### config.mk
export PLATFORM = sky130hd
export DESIGN_NAME = utf8_sequence_grouper
export DESIGN_NICKNAME = d
export VERILOG_FILES = /design/src/design/u8sg_pkg.sv /design/src/design/utf8_sequence_grouper.sv
export SDC_FILE = /design/constraint.sdc
export NUM_CORES = 1
export LEC_CHECK = 0
export ABC_AREA = 1
export BUFFER_PORTS_ARGS = -buffer_cell sky130_fd_sc_hd__clkbuf_2
export CORE_AREA = 2 2 127 129
export CTS_CLUSTER_SIZE = 16
export DETAILED_ROUTE_END_ITERATION = 10
export DIE_AREA = 0 0 129 131
export PLACE_DENSITY = 0.56
export SKIP_CTS_REPAIR_TIMING = 1
export SLEW_MARGIN = 20
export SYNTH_ARGS = -nofsm -noshare
export SYNTH_HDL_FRONTEND = slang
export SYNTH_SLANG_ARGS = --single-unit
### constraint.sdc
create_clock -name clk -period 7.5 [get_ports clk]
set_input_delay 1.125 -clock clk [delete_from_list [all_inputs] [get_ports clk]]
set_output_delay 1.125 -clock clk [all_outputs]
set_load 0.01 [all_outputs]
### src/design/u8sg_pkg.sv
`default_nettype none

package u8sg_pkg;

    // Pending-sequence code: what the next continuation octet must be
    typedef enum logic [3:0] {
        EXP_NONE   = 4'd0,
        EXP_2OF2   = 4'd2,
        EXP_E0     = 4'd3,
        EXP_ED     = 4'd4,
        EXP_3B     = 4'd5,
        EXP_3OF3   = 4'd6,
        EXP_F0     = 4'd7,
        EXP_F4     = 4'd8,
        EXP_4B     = 4'd9,
        EXP_3OF4   = 4'd10,
        EXP_4OF4   = 4'd11
    } exp_t;

    typedef enum logic [1:0] {
        KIND_PLAIN = 2'd0,
        KIND_SEP   = 2'd1,
        KIND_POINT = 2'd2
    } kind_t;

    typedef enum logic [1:0] {
        FORM_RAW   = 2'd0,
        FORM_ASCII = 2'd1,
        FORM_CP    = 2'd2
    } form_t;

    localparam logic [15:0] TOKEN_END     = 16'd1;
    localparam logic [15:0] TOKEN_OCT_MIN = 16'd2;
    localparam logic [15:0] TOKEN_OCT_MAX = 16'd257;
    localparam logic [20:0] SEP_TOKEN     = 21'd258;
    localparam logic [20:0] MAX_CP        = 21'h10FFFF;
    localparam logic [1:0]  FORM_RESET    = FORM_ASCII;

endpackage

`default_nettype wire

### src/design/utf8_sequence_grouper.sv
// An item's first result is offered in the cycle after the item is accepted.
// Results leave at one per cycle while out_stall is low; an item producing N results (0 to 8)
//   holds the input until its last result is taken.
// The result burst register is reloaded in the same cycle its last result is taken.
// Reset (rst_n low, asynchronous): no pending sequence, output empty, form_reg = 1 (FORM_ASCII).
`default_nettype none

module utf8_sequence_grouper
    import u8sg_pkg::*;
(
    input  wire logic        clk,
    input  wire logic        rst_n,
    input  wire logic        cfg_wr_en,
    input  wire logic [1:0]  cfg_wr_data,
    input  wire logic        in_valid,
    output logic             in_stall,
    input  wire logic [15:0] token,
    output logic             out_valid,
    input  wire logic        out_stall,
    output logic [1:0]       kind,
    output logic [20:0]      value,
    output logic [2:0]       byte_count,
    output logic             last
);

    logic [1:0]  form_reg;
    exp_t        exp_reg, exp_next;
    logic [23:0] held_reg, held_next;

    // Burst description: octets (optionally each followed by a separator), then a tail
    // of up to two entries, the second of which is always a separator.
    logic        busy_reg;
    logic [2:0]  idx_reg;
    logic [31:0] b_oct_reg, b_oct_next;
    logic [2:0]  b_cnt_reg, b_cnt_next;
    logic        b_sep_reg, b_sep_next;
    logic [3:0]  b_flen_reg, b_flen_next;
    logic [1:0]  b_kind_reg, b_kind_next;
    logic [20:0] b_val_reg, b_val_next;
    logic [2:0]  b_bytes_reg, b_bytes_next;
    logic [3:0]  b_total_reg, b_total_next;
    logic [1:0]  tcnt_next;

    logic        in_fire, out_fire, is_last;
    logic        is_oct, raw, cont_ok;
    logic [15:0] tok_m2;
    logic [7:0]  oc;
    logic [1:0]  held_cnt;
    logic [7:0]  lo, hi;
    exp_t        nxt, lead;
    logic [20:0] cp;

    assign tok_m2 = token - TOKEN_OCT_MIN;
    assign oc     = tok_m2[7:0];
    assign is_oct = (token >= TOKEN_OCT_MIN) && (token <= TOKEN_OCT_MAX);
    assign raw    = (form_reg == FORM_RAW);

    always_comb
    begin
        held_cnt = 2'd0;
        lo       = 8'h80;
        hi       = 8'hBF;
        nxt      = EXP_NONE;
        case (exp_reg)
            EXP_2OF2: held_cnt = 2'd1;
            EXP_E0:
            begin
                held_cnt = 2'd1;
                lo       = 8'hA0;
                nxt      = EXP_3OF3;
            end
            EXP_ED:
            begin
                held_cnt = 2'd1;
                hi       = 8'h9F;
                nxt      = EXP_3OF3;
            end
            EXP_3B:
            begin
                held_cnt = 2'd1;
                nxt      = EXP_3OF3;
            end
            EXP_3OF3: held_cnt = 2'd2;
            EXP_F0:
            begin
                held_cnt = 2'd1;
                lo       = 8'h90;
                nxt      = EXP_3OF4;
            end
            EXP_F4:
            begin
                held_cnt = 2'd1;
                hi       = 8'h8F;
                nxt      = EXP_3OF4;
            end
            EXP_4B:
            begin
                held_cnt = 2'd1;
                nxt      = EXP_3OF4;
            end
            EXP_3OF4:
            begin
                held_cnt = 2'd2;
                nxt      = EXP_4OF4;
            end
            EXP_4OF4: held_cnt = 2'd3;
            default: held_cnt = 2'd0;
        endcase
    end

    assign cont_ok = (held_cnt != 2'd0) && is_oct && (oc >= lo) && (oc <= hi);

    always_comb
    begin
        lead = EXP_NONE;
        if (is_oct)
        begin
            if (oc inside {[8'hC2:8'hDF]})
                lead = EXP_2OF2;
            else if (oc == 8'hE0)
                lead = EXP_E0;
            else if (oc == 8'hED)
                lead = EXP_ED;
            else if (oc inside {[8'hE1:8'hEF]})
                lead = EXP_3B;
            else if (oc == 8'hF0)
                lead = EXP_F0;
            else if (oc == 8'hF4)
                lead = EXP_F4;
            else if (oc inside {[8'hF1:8'hF3]})
                lead = EXP_4B;
        end
    end

    always_comb
    begin
        case (held_cnt)
            2'd1:    cp = {10'd0, held_reg[4:0], oc[5:0]};
            2'd2:    cp = {5'd0, held_reg[11:8], held_reg[5:0], oc[5:0]};
            default: cp = {held_reg[18:16], held_reg[13:8], held_reg[5:0], oc[5:0]};
        endcase
    end

    // Next state and burst for the item at the input
    always_comb
    begin
        exp_next     = EXP_NONE;
        held_next    = 24'd0;
        b_oct_next   = {8'd0, held_reg};
        b_cnt_next   = {1'b0, held_cnt};
        b_sep_next   = raw;
        b_kind_next  = KIND_PLAIN;
        b_val_next   = {5'd0, token};
        b_bytes_next = 3'd0;
        tcnt_next    = 2'd0;
        if (cont_ok && nxt != EXP_NONE)
        begin
            exp_next   = nxt;
            held_next  = {held_reg[15:0], oc};
            b_cnt_next = 3'd0;
        end
        else if (cont_ok)
        begin
            if (raw)
            begin
                b_oct_next  = {held_reg, oc};
                b_cnt_next  = {1'b0, held_cnt} + 3'd1;
                b_sep_next  = 1'b0;
                b_kind_next = KIND_SEP;
                b_val_next  = SEP_TOKEN;
                tcnt_next   = 2'd1;
            end
            else
            begin
                b_cnt_next   = 3'd0;
                b_kind_next  = KIND_POINT;
                b_val_next   = cp;
                b_bytes_next = {1'b0, held_cnt} + 3'd1;
                tcnt_next    = 2'd1;
            end
        end
        else
        begin
            // held octets (if any) are flushed, then the token is handled afresh
            if (token == TOKEN_END)
                tcnt_next = 2'd1;
            else if (is_oct && !oc[7])
            begin
                case (form_reg)
                    FORM_RAW:   tcnt_next = 2'd2;
                    FORM_ASCII: tcnt_next = 2'd1;
                    default:
                    begin
                        b_kind_next  = KIND_POINT;
                        b_val_next   = {13'd0, oc};
                        b_bytes_next = 3'd1;
                        tcnt_next    = 2'd1;
                    end
                endcase
            end
            else if (lead != EXP_NONE)
            begin
                exp_next  = lead;
                held_next = {16'd0, oc};
            end
            else
                tcnt_next = raw ? 2'd2 : 2'd1;
        end
        b_flen_next  = b_sep_next ? {b_cnt_next, 1'b0} : {1'b0, b_cnt_next};
        b_total_next = b_flen_next + {2'd0, tcnt_next};
    end

    assign is_last   = ({1'b0, idx_reg} + 4'd1) == b_total_reg;
    assign out_valid = busy_reg;
    assign out_fire  = busy_reg && !out_stall;
    assign in_stall  = busy_reg && !(out_fire && is_last);
    assign in_fire   = in_valid && !in_stall;

    always_ff @(posedge clk or negedge rst_n)
    begin
        if (!rst_n)
        begin
            form_reg <= FORM_RESET;
            exp_reg  <= EXP_NONE;
            held_reg <= 24'd0;
            busy_reg <= 1'b0;
            idx_reg  <= 3'd0;
        end
        else
        begin
            if (cfg_wr_en)
                form_reg <= cfg_wr_data;
            if (in_fire)
            begin
                exp_reg  <= exp_next;
                held_reg <= held_next;
                busy_reg <= (b_total_next != 4'd0);
                idx_reg  <= 3'd0;
            end
            else if (out_fire)
            begin
                if (is_last)
                begin
                    busy_reg <= 1'b0;
                    idx_reg  <= 3'd0;
                end
                else
                    idx_reg <= idx_reg + 3'd1;
            end
        end
    end

    always_ff @(posedge clk)
    begin
        if (in_fire)
        begin
            b_oct_reg   <= b_oct_next;
            b_cnt_reg   <= b_cnt_next;
            b_sep_reg   <= b_sep_next;
            b_flen_reg  <= b_flen_next;
            b_kind_reg  <= b_kind_next;
            b_val_reg   <= b_val_next;
            b_bytes_reg <= b_bytes_next;
            b_total_reg <= b_total_next;
        end
    end

    // Result selection for the current burst position
    logic [1:0] j, sel;
    logic [2:0] cm1;
    logic [3:0] t;
    logic [7:0] octet;

    always_comb
    begin
        j   = b_sep_reg ? idx_reg[2:1] : idx_reg[1:0];
        cm1 = b_cnt_reg - 3'd1;
        sel = cm1[1:0] - j;   // oldest octet sits highest
        case (sel)
            2'd0:    octet = b_oct_reg[7:0];
            2'd1:    octet = b_oct_reg[15:8];
            2'd2:    octet = b_oct_reg[23:16];
            default: octet = b_oct_reg[31:24];
        endcase
        t          = {1'b0, idx_reg} - b_flen_reg;
        kind       = KIND_SEP;
        value      = SEP_TOKEN;
        byte_count = 3'd0;
        if ({1'b0, idx_reg} < b_flen_reg)
        begin
            if (!(b_sep_reg && idx_reg[0]))
            begin
                kind  = KIND_PLAIN;
                value = {13'd0, octet} + 21'd2;
            end
        end
        else if (t == 4'd0)
        begin
            kind       = b_kind_reg;
            value      = b_val_reg;
            byte_count = b_bytes_reg;
        end
        last = is_last;
    end

endmodule

`default_nettype wire

Yosys cells after proc, flatten, opt, wreduce, memory -nomap -nowiden
Index checks and enable logic that the tools add are counted.
- output and inout bits: 29
- memories: 0
- bits in read-only memories: 0
- register bits after elaboration: 103
- bits in writable memories: 0
- input bits: 23
- bits in latches: 0
- word-level logic and storage cells: 162
- shifts and indexed selects: 0
- muxes and demuxes: 70
- equal/unequal tests: 21
- $mul: 0
- bitwise gates (word level): 2
- add/sub/neg operators: 9
- order comparisons: 11
- divide/modulo/power cells: 0
- reduce and logical (&&, ||, !) cells: 34
- operators by type and width (kind ; count):
    $mux 24 ; 4
    $mux 21 ; 4
    $mux 16 ; 4
    $mux 4 ; 14
    $pmux 21 s2 ; 1
    $eq 8x8->1 const B ; 4
    $mux 8 ; 4
    $mux 3 ; 10
    $mux 2 ; 14
    $ge 8x8->1 const B ; 3
    $le 8x8->1 const B ; 3
    $pmux 6 s2 ; 2
    $pmux 8 s3 ; 1
    $eq 16x1->1 const B ; 1
    $eq 4x3->1 const B ; 4
    $eq 4x4->1 const B ; 4
    $ge 16x2->1 const B ; 1
    $le 16x9->1 const B ; 1
    $logic_and 1x1->1 ; 14
    $pmux 4 s3 ; 1
    $reduce_bool 4->1 ; 3
    $add 8x2->9 const B ; 1
    $mux 1 ; 9
    $mux 9 ; 1
    other kinds (25) ; 39

Logic depth before layout (Yosys ltp)
Gate-level depths: netlist of run 1.
- word-level depth: 20
- gate-level depth with buffers: 27
- gate-level depth less buffers: 26

Least setup slack after synthesis of run 1
Ideal clock, no wire load.
- kind: input to register
- start point: input port token[1]
- end point: register busy_reg, in the netlist out_valid
- required time: 7384 ps
- stages: 26
- path slack: 3064 ps
- buffers on the path: 1
- library setup time: 116 ps
- arrival: 4319 ps
- path through: buf_6 > inv_4 > ha_1 > nand2_2 > o21ai_1 > o21ai_2 > ha_1 > nand2_1 > nor2_1 > nand3_1 > nand2_1 > nand3_1 > nor2_2 > nand3_4 > nor2_4 > inv_2 > nand2_1 > inv_1 > nor2_1 > ha_1 > fa_1 > or2_2 > a21oi_1 > nand2_1 > nand2_1 > nand2_1
- elaborated cells on any way between the ends: 48
- classes of those cells: add/sub: 2; order compare: 10; eq/ne: 5; mux: 19; reduce/logical: 12
- RTL lines (element ; line ; text):
    start: declaration ; utf8_sequence_grouper.sv:17 ; input wire logic [15:0] token,
    parallel branches: the longest is 4 deep, another holds $sub 8x2->8 ; -- ;
    $logic_and 1x1->1 (*) ; utf8_sequence_grouper.sv:111 ; assign cont_ok = (held_cnt != 2'd0) && is_oct && (oc >= lo) && (oc <= hi);
    $mux 1 / $logic_and 1x1->1 (equally long branches) ; utf8_sequence_grouper.sv:162, utf8_sequence_grouper.sv:156 ;
    $mux 1 (*) ; utf8_sequence_grouper.sv:156 ; if (cont_ok && nxt != EXP_NONE)
    net b_sep_next ; utf8_sequence_grouper.sv:36 ; logic b_sep_reg, b_sep_next;
    $mux 4 (*) ; utf8_sequence_grouper.sv:209 ; b_flen_next = b_sep_next ? {b_cnt_next, 1'b0} : {1'b0, b_cnt_next};
    net b_flen_next[0] ; utf8_sequence_grouper.sv:37 ; logic [3:0] b_flen_reg, b_flen_next;
    $add 4x2->4 (*) ; utf8_sequence_grouper.sv:210 ; b_total_next = b_flen_next + {2'd0, tcnt_next};
    net b_total_next[1] ; utf8_sequence_grouper.sv:41 ; logic [3:0] b_total_reg, b_total_next;
    $reduce_bool 4->1 (*) ; utf8_sequence_grouper.sv:237 ; busy_reg <= (b_total_next != 4'd0);
    $mux 1 (*) ; utf8_sequence_grouper.sv:233 ; if (in_fire)
    end signal: assignment ; utf8_sequence_grouper.sv:237 ;
    end: declaration ; utf8_sequence_grouper.sv:32 ; logic busy_reg;
Mark *: on every way through the listed nets, which the timed path passes.
A chain may end at the register's enable or synchronous reset.

Worst setup path in the final report of run 1
- start point: input port token[1]
- end point: register busy_reg, in the netlist out_valid
- elaborated cells on any way between the ends: 48
- classes of those cells: add/sub: 2; order compare: 10; eq/ne: 5; mux: 19; reduce/logical: 12
- RTL lines (element ; line ; text):
    parallel branches: the longest is 4 deep, another holds $sub 8x2->8 ; -- ;
    $logic_and 1x1->1 (*) ; utf8_sequence_grouper.sv:111 ;
    $mux 3 / $logic_and 1x1->1 (equally long branches) ; utf8_sequence_grouper.sv:162, utf8_sequence_grouper.sv:156 ;
    $mux 3 (*) ; utf8_sequence_grouper.sv:156 ;
    net b_cnt_next[1] ; utf8_sequence_grouper.sv:35 ; logic [2:0] b_cnt_reg, b_cnt_next;
    $mux 4 (*) ; utf8_sequence_grouper.sv:209 ;
    net b_flen_next[1] ; utf8_sequence_grouper.sv:37 ;
    $add 4x2->4 (*) ; utf8_sequence_grouper.sv:210 ;
    net b_total_next[1] ; utf8_sequence_grouper.sv:41 ;
    $reduce_bool 4->1 (*) ; utf8_sequence_grouper.sv:237 ;
    $mux 1 (*) ; utf8_sequence_grouper.sv:233 ;
Marks and branches as above.

==> flow_summary.ini, run 1 <==
[pwr]
leakagePower_nw = 3.071
powerDensity_nw_per_um2 = 356.8
vdd_drop_max_mv = 0.1533

[die]
initial_core_util = 0.3883
core_um2 = 15600
fp.dieW_um = 129
num_rows = 46
die_y_um = 131
die_area_um2 = 16900
io_pins = 52

[finish]
fin_nets = 797
fillerInstances = 1577
layout-drive-gt1-share = 0.1750
stdcell_area_um2 = 6773
area_delta_synth_final_pct = 11.84
antenna_cells = 0
largest_register_ff_count = 32

[grt]
grt.overflow.total = 0
grt_max_degree = 62
antenna_found_initial = 0
grt_pass1_vias = 4530
grt.total_usage = 0.1852
grt_pass1_wl_um = 23660

[route]
drc_errors = 0
viasPerCell = 4.880
ant_nets = 0
wl_um = 14940
first_pass_iters = 5
vias = 4763
dr.first_iter.drc_count = 325
avgRoutedWirePerCell_um = 15.30

[timing]
slew_violations = 0
slew_headroom = 0.3791
finalClockSkew_ns = 0.01004
hold_viol_final = 0
post-route-period-util = 0.6590
worst_slew_pin_slew_ns = 0.9313
fin_tns_setup_ns = 0
fin_crit_ns = 4.942
max_freq_mhz = 202.3
rsz0062_at_grt = no
setup_viol = 0
hold-worst-slack_ns = 0.5149

[synth]
synth_ff_type = edfxtp_1
yosysWarnings = 0
synth_nets = 751
synth.most_common_cell = nand2_1
async_flop_share = 0.3301
synthTopCellsByArea = edfxtp_1 (34%), dfrtp_1 (14%), nand2_1 (9.1%)
synth_area_um2 = 6056
ys_seq_area_frac = 0.4829
synthTopCellsByCount = nand2_1 (147), inv_1 (97), nor2_1 (80)
syn-mean-instance-area_um2 = 8.541
yosysTopAreaCell = edfxtp_1
netlist.area_leader.share = 0.3421
ys_ff_latch = 103
synth_edf_count = 69
synth_cell_types = 50
synth_cells = 709

[min_path]
hold_start = exp_reg[3]$_DFFE_PN0P_
hold_end = exp_reg[3]$_DFFE_PN0P_
min_path_type = reg -> reg
hold_depth = 2

[outcome]
status = complete, no violations

[critical_path]
end_kind = flip-flop
crit_family = simple AND/OR/NAND/NOR gates
crit_required_ns = 7.74
critPathMaxFanout = 53
critical_path_class = in -> reg
worstReg2RegStart = exp_reg[3]$_DFFE_PN0P_
crit_arrival_ns = 5.18
reg2reg_depth = 22
crit_buf_inv = 2
start_kind = input pin
cp_common_cell = nand2_1
critPathMaxStageDelay_ns = 0.46
timing.rr.end = out_valid$_DFFE_PN0P_
crit_path_top_delay_cell = fa_1
rrSetupSlack_ns = 3.40

[clocking]
cts_buffers = 9
clk_path_buf_depth = 2
cts_tree = yes
clock_sinks = 103
ctsHtreeMaxLevel = 3
clkTransAtPathRegs_ns = 0.07
cts_root_buf = clkbuf_16
clk_latency_ns = 0.35

[run]
max_cap_viol_count = 0

[placement]
detailed_place_hpwl_um = 11330
gp_congestion = 0.8708
placed_cell_area_um2 = 6449
place.port_buffers = 51
[worst max path at each step]
stage,cells after the start,slack (ns),endpoint,startpoint
6_report,25,2.56,out_valid$_DFFE_PN0P_,token[1]
5_1_grt,25,2.21,out_valid$_DFFE_PN0P_,token[1]
4_1_cts,25,2.59,out_valid$_DFFE_PN0P_,token[1]
3_5_place_dp,25,2.24,out_valid$_DFFE_PN0P_,token[1]
3_3_place_gp,25,2.36,out_valid$_DFFE_PN0P_,token[1]
2_1_floorplan,26,3.06,out_valid$_DFFE_PN0P_,token[1]
[cells in the final DEF (no fill, tap or decap), drive strengths merged, types with 4 or more instances in the layout]
master,instances
nand2,159
inv,112
nor2,92
o21ai,78
edfxtp,69
clkbuf,63
nand3,52
dfrtp,33
a21oi,24
ha,18
nor3,11
nand4,8
xor2,4
xnor2,4
o21bai,4
o211ai,4
[worst reg2reg max path, cell delays in order (launching register included)]
cell and delay (ns):
dfrtp_1 0.38, inv_1 0.11, nand2_1 0.10, nor2_1 0.13
inv_1 0.07, a21oi_1 0.19, ha_1 0.27, a21o_1 0.18
nand2_1 0.09, nand3_1 0.09, nor2_2 0.14, nand3_4 0.16
nor2_8 0.15, nand2_4 0.31, o21ai_2 0.30, nand2_1 0.07
o21ai_1 0.20, fa_1 0.46, or2_2 0.29, a21oi_1 0.12
nand2_1 0.07, nand2_1 0.05, nand2_1 0.04
[final cells by class]
type | instances | area, um2 | area share
inverter | 112 | 426.7 | 0.06300
timing repair buffer | 52 | 262.8 | 0.03880
sequential | 103 | 2924 | 0.4317
multi-input combinational | 477 | 2565 | 0.3787
tap | 216 | 270.3 | 0.03990
clock buffer | 12 | 246.5 | 0.03639
clock inverter | 4 | 77.57 | 0.01145
[metal layers]
layer / vias up / part of all wire / global-route usage / wire length (um)
li1: 2419 / - / - / -
met1: 2228 / 0.47 / 0.2574 / 7044
met2: 97 / 0.46 / 0.2982 / 6943
met3: 19 / 0.044 / 0.02687 / 660
met4: 0 / 0.019 / 0.06522 / 287
met5: - / 0 / 0 / 0
[per-stage QoR]
step           utilization  instances  setup slack, ns  power (W)
4_1_cts             0.4342        976            2.586   0.002431
3_5_place_dp        0.4134        960            2.236   0.001916
5_1_grt             0.4342        976            2.210   0.002604
3_3_place_gp        0.4134        960            2.363   0.001893
2_1_floorplan            -        709            3.064   0.001602
6_report            0.4342        976            2.558   0.002417
[report_power, final]
| group | switching [W] | total [W] | internal (W) |
|---|---|---|---|
| Clock | 0.000210 | 0.000514 | 0.000304 |
| Sequential | 0.0000670 | 0.000838 | 0.000770 |
| Combinational | 0.000721 | 0.00107 | 0.000344 |
[logic make-up after synthesis]
family | after synthesis | share of synthesized area
AO/OA/AOI/OAI | 119 | 0.1184
XOR/XNOR | 8 | 0.01157
adder cells (fa/ha/maj) | 19 | 0.04050
buffers and inverters | 129 | 0.09359
flip-flops | 103 | 0.4829
multiplexers | 2 | 0.003719
other | 1 | 0.0006192
AND/OR/NAND/NOR | 328 | 0.2488
(Power assumes the default switching activity.)
==> inputs of run 2 (changes only) <==
ABC_AREA = 0   (was 1)
CORE_AREA = 2 2 125 127   (was 2 2 127 129)
DIE_AREA = 0 0 127 129   (was 0 0 129 131)
PLACE_DENSITY = 0.59   (was 0.56)
clock period = 4.5 ns   (was 7.5 ns; I/O delays follow)
==> run 2 against run 1 <==
Net effect:
- die area is 3.1% lower
- worst hold slack worse by 0.044 ns
- final cell count is 22% lower
- core utilization is 2.2 points higher
- synthesized cell count is 28% lower
- combinational power is 36% higher
- first-iteration DRC count is 18% higher
- critical endpoint unchanged
- highest routed layer unchanged
==> flow_summary.ini, run 2 <==
[synth]
synth_nets = 554
yosysTopAreaCell = edfxtp_1
synth_cell_types = 77
synth.most_common_cell = edfxtp_1
syn-mean-instance-area_um2 = 11.52
async_flop_share = 0.3301
yosysWarnings = 0
synth_area_um2 = 5899
netlist.area_leader.share = 0.3512
ys_seq_area_frac = 0.4957
synth_edf_count = 69
synthTopCellsByCount = edfxtp_1 (69), dfrtp_1 (33), nand2_1 (32)
synthTopCellsByArea = edfxtp_1 (35%), dfrtp_1 (14%), ha_1 (3.8%)
synth_cells = 512
synth_ff_type = edfxtp_1
ys_ff_latch = 103

[critical_path]
cp-startpoint = exp_reg[1]$_DFFE_PN0P_
worstReg2RegStart = exp_reg[1]$_DFFE_PN0P_
start_kind = flip-flop
end_kind = flip-flop
rrSetupSlack_ns = 0.35
timing.rr.end = out_valid$_DFFE_PN0P_
crit_arrival_ns = 4.37
crit_required_ns = 4.72
setup.worst_path.end = out_valid$_DFFE_PN0P_
critical_path_class = reg -> reg
critPathMaxFanout = 20
reg2reg_depth = 14

[route]
dr.first_iter.drc_count = 382
vias = 4332
viasPerCell = 5.655
first_pass_iters = 4
drc_errors = 0
wl_um = 14720
ant_nets = 0
avgRoutedWirePerCell_um = 19.22

[grt]
antenna_found_initial = 0
grt.total_usage = 0.1881
grt_pass1_wl_um = 23840
grt_pass1_vias = 4287
grt_max_degree = 40
grt.overflow.total = 0

[clocking]
cts_tree = yes
clk_path_buf_depth = 2
ctsHtreeMaxLevel = 3
clkTransAtPathRegs_ns = 0.07
cts_buffers = 9
clock_sinks = 103
clk_latency_ns = 0.34
cts_root_buf = clkbuf_16

[timing]
slew_violations = 0
post-route-period-util = 0.9231
setup_viol = 0
hold_viol_final = 0
finalClockSkew_ns = 0.006221
fin_crit_ns = 4.154
rsz0062_at_grt = no
fin_tns_setup_ns = 0
max_freq_mhz = 240.7
slew_headroom = 0.3891
worst_slew_pin_slew_ns = 0.9163

[min_path]
min_path_type = in -> async

[placement]
detailed_place_hpwl_um = 10880
placed_cells = 750
gp_congestion = 0.8959
place.port_buffers = 51

[die]
core_um2 = 14980
die_y_um = 129
die_area_um2 = 16380
io_pins = 52
fp.dieW_um = 127
initial_core_util = 0.3939
num_rows = 45

[finish]
fin_nets = 615
final_cell_mix = edfxtp_1 (69), clkbuf_2 (50), dfrtp_1 (33)
layout-drive-gt1-share = 0.2647
antenna_cells = 0
fin_cells = 766
fillerInstances = 1392
final_common_cell = edfxtp_1
area_delta_synth_final_pct = 15.72
largest_register_ff_count = 32

[outcome]
status = complete, no violations

[pwr]
vdd_drop_max_mv = 0.2132
leakagePower_nw = 2.795
powerDensity_nw_per_um2 = 502.2

[run]
max_cap_viol_count = 0
-- run 2: changes by cell type after synthesis, moves of 13 or more --
cell,previous run,this run
a22o_1,1,23
and2_1,1,27
inv_1,97,22
inv_2,13,0
mux2_2,2,18
nand2_1,147,32
nand3_1,48,14
nor2_1,80,27
o21ai_0,37,17
o21ai_1,26,3
o21ai_2,15,0
-- run 2: layer usage --
layer | wire [um] | part of all wire | GRT usage
met2 | 6906 | 0.47 | 0.3102
met5 | 0 | 0 | 0
met1 | 6964 | 0.47 | 0.2604
met4 | 190 | 0.013 | 0.06335
met3 | 661 | 0.045 | 0.02204
-- run 2: final cells by class --
type	count	area, um2	area share
Clock buffer	12	246.5	0.03611
Sequential cell	103	2924	0.4283
Multi-Input combinational cell	358	2831	0.4148
Timing Repair Buffer	78	470.5	0.06891
Inverter	23	88.84	0.01301
Clock inverter	4	30.03	0.004399
Tap cell	188	235.2	0.03446
-- run 2: report_power, final --
part	switching [W]	internal [W]	leakage [nW]
sequential	0.0000759	0.00116	1.11
combinational	0.000866	0.000597	1.56
clock	0.000334	0.000393	0.133
total	0.00128	0.00215	2.80
-- run 2: cells by family (layout without fill, tap and decap cells) --
family	Yosys count	count (layout)	synth area share
DFF	103	103	0.4957
AOI/OAI and AO/OA	121	121	0.1544
xor gates and xnor gates	18	18	0.03372
muxes	35	35	0.08102
other	1	1	0.0006357
and+or+nand+nor	164	164	0.1555
adders and majority gates	19	19	0.04157
buffers and inverters	51	117	0.03754
-- run 2: worst min-delay path by stage --
stage	endpoint	startpoint	cells past startpoint	slack [ns]
after floorplan	exp_reg[0]$_DFFE_PN0P_	rst_n	0	0.38
after global placement	held_reg[21]$_DFFE_PN0P_	held_reg[21]$_DFFE_PN0P_	1	0.51
after detailed placement	held_reg[19]$_DFFE_PN0P_	held_reg[19]$_DFFE_PN0P_	1	0.51
after CTS	held_reg[15]$_DFFE_PN0P_	rst_n	1	0.53
after global routing	held_reg[15]$_DFFE_PN0P_	rst_n	1	0.53
final	held_reg[15]$_DFFE_PN0P_	rst_n	1	0.47
-- run 2: stage by stage --
step | instance area (um2) | utilization | worst slack, ns | hold slack, ns | total power [W]
detailed placement | 6550 | 0.4373 | 0.01522 | 0.5141 | 0.002725
global placement | 6550 | 0.4373 | 0.1157 | 0.5070 | 0.002680
finish | 6827 | 0.4558 | 0.3461 | 0.4707 | 0.003429
global route | 6827 | 0.4558 | 0.03285 | 0.5257 | 0.003619
floorplan | 6007 | - | 0.004585 | 0.3794 | 0.002237
CTS | 6827 | 0.4558 | 0.3445 | 0.5311 | 0.003452
-- run 2: worst max-delay path: stages (launching register included) --
cell and delay [ns]:
dfrtp_1 0.51, nor3_1 0.41, nor2_1 0.07, o21ai_0 0.16, ha_1 0.30, nor2_1 0.09, a21oi_1 0.35, nor3_2 0.10
buf_12 0.17, o31ai_2 0.30, ha_2 0.27, fa_1 0.43, or4_1 0.52, a311oi_1 0.28, a211oi_1 0.07
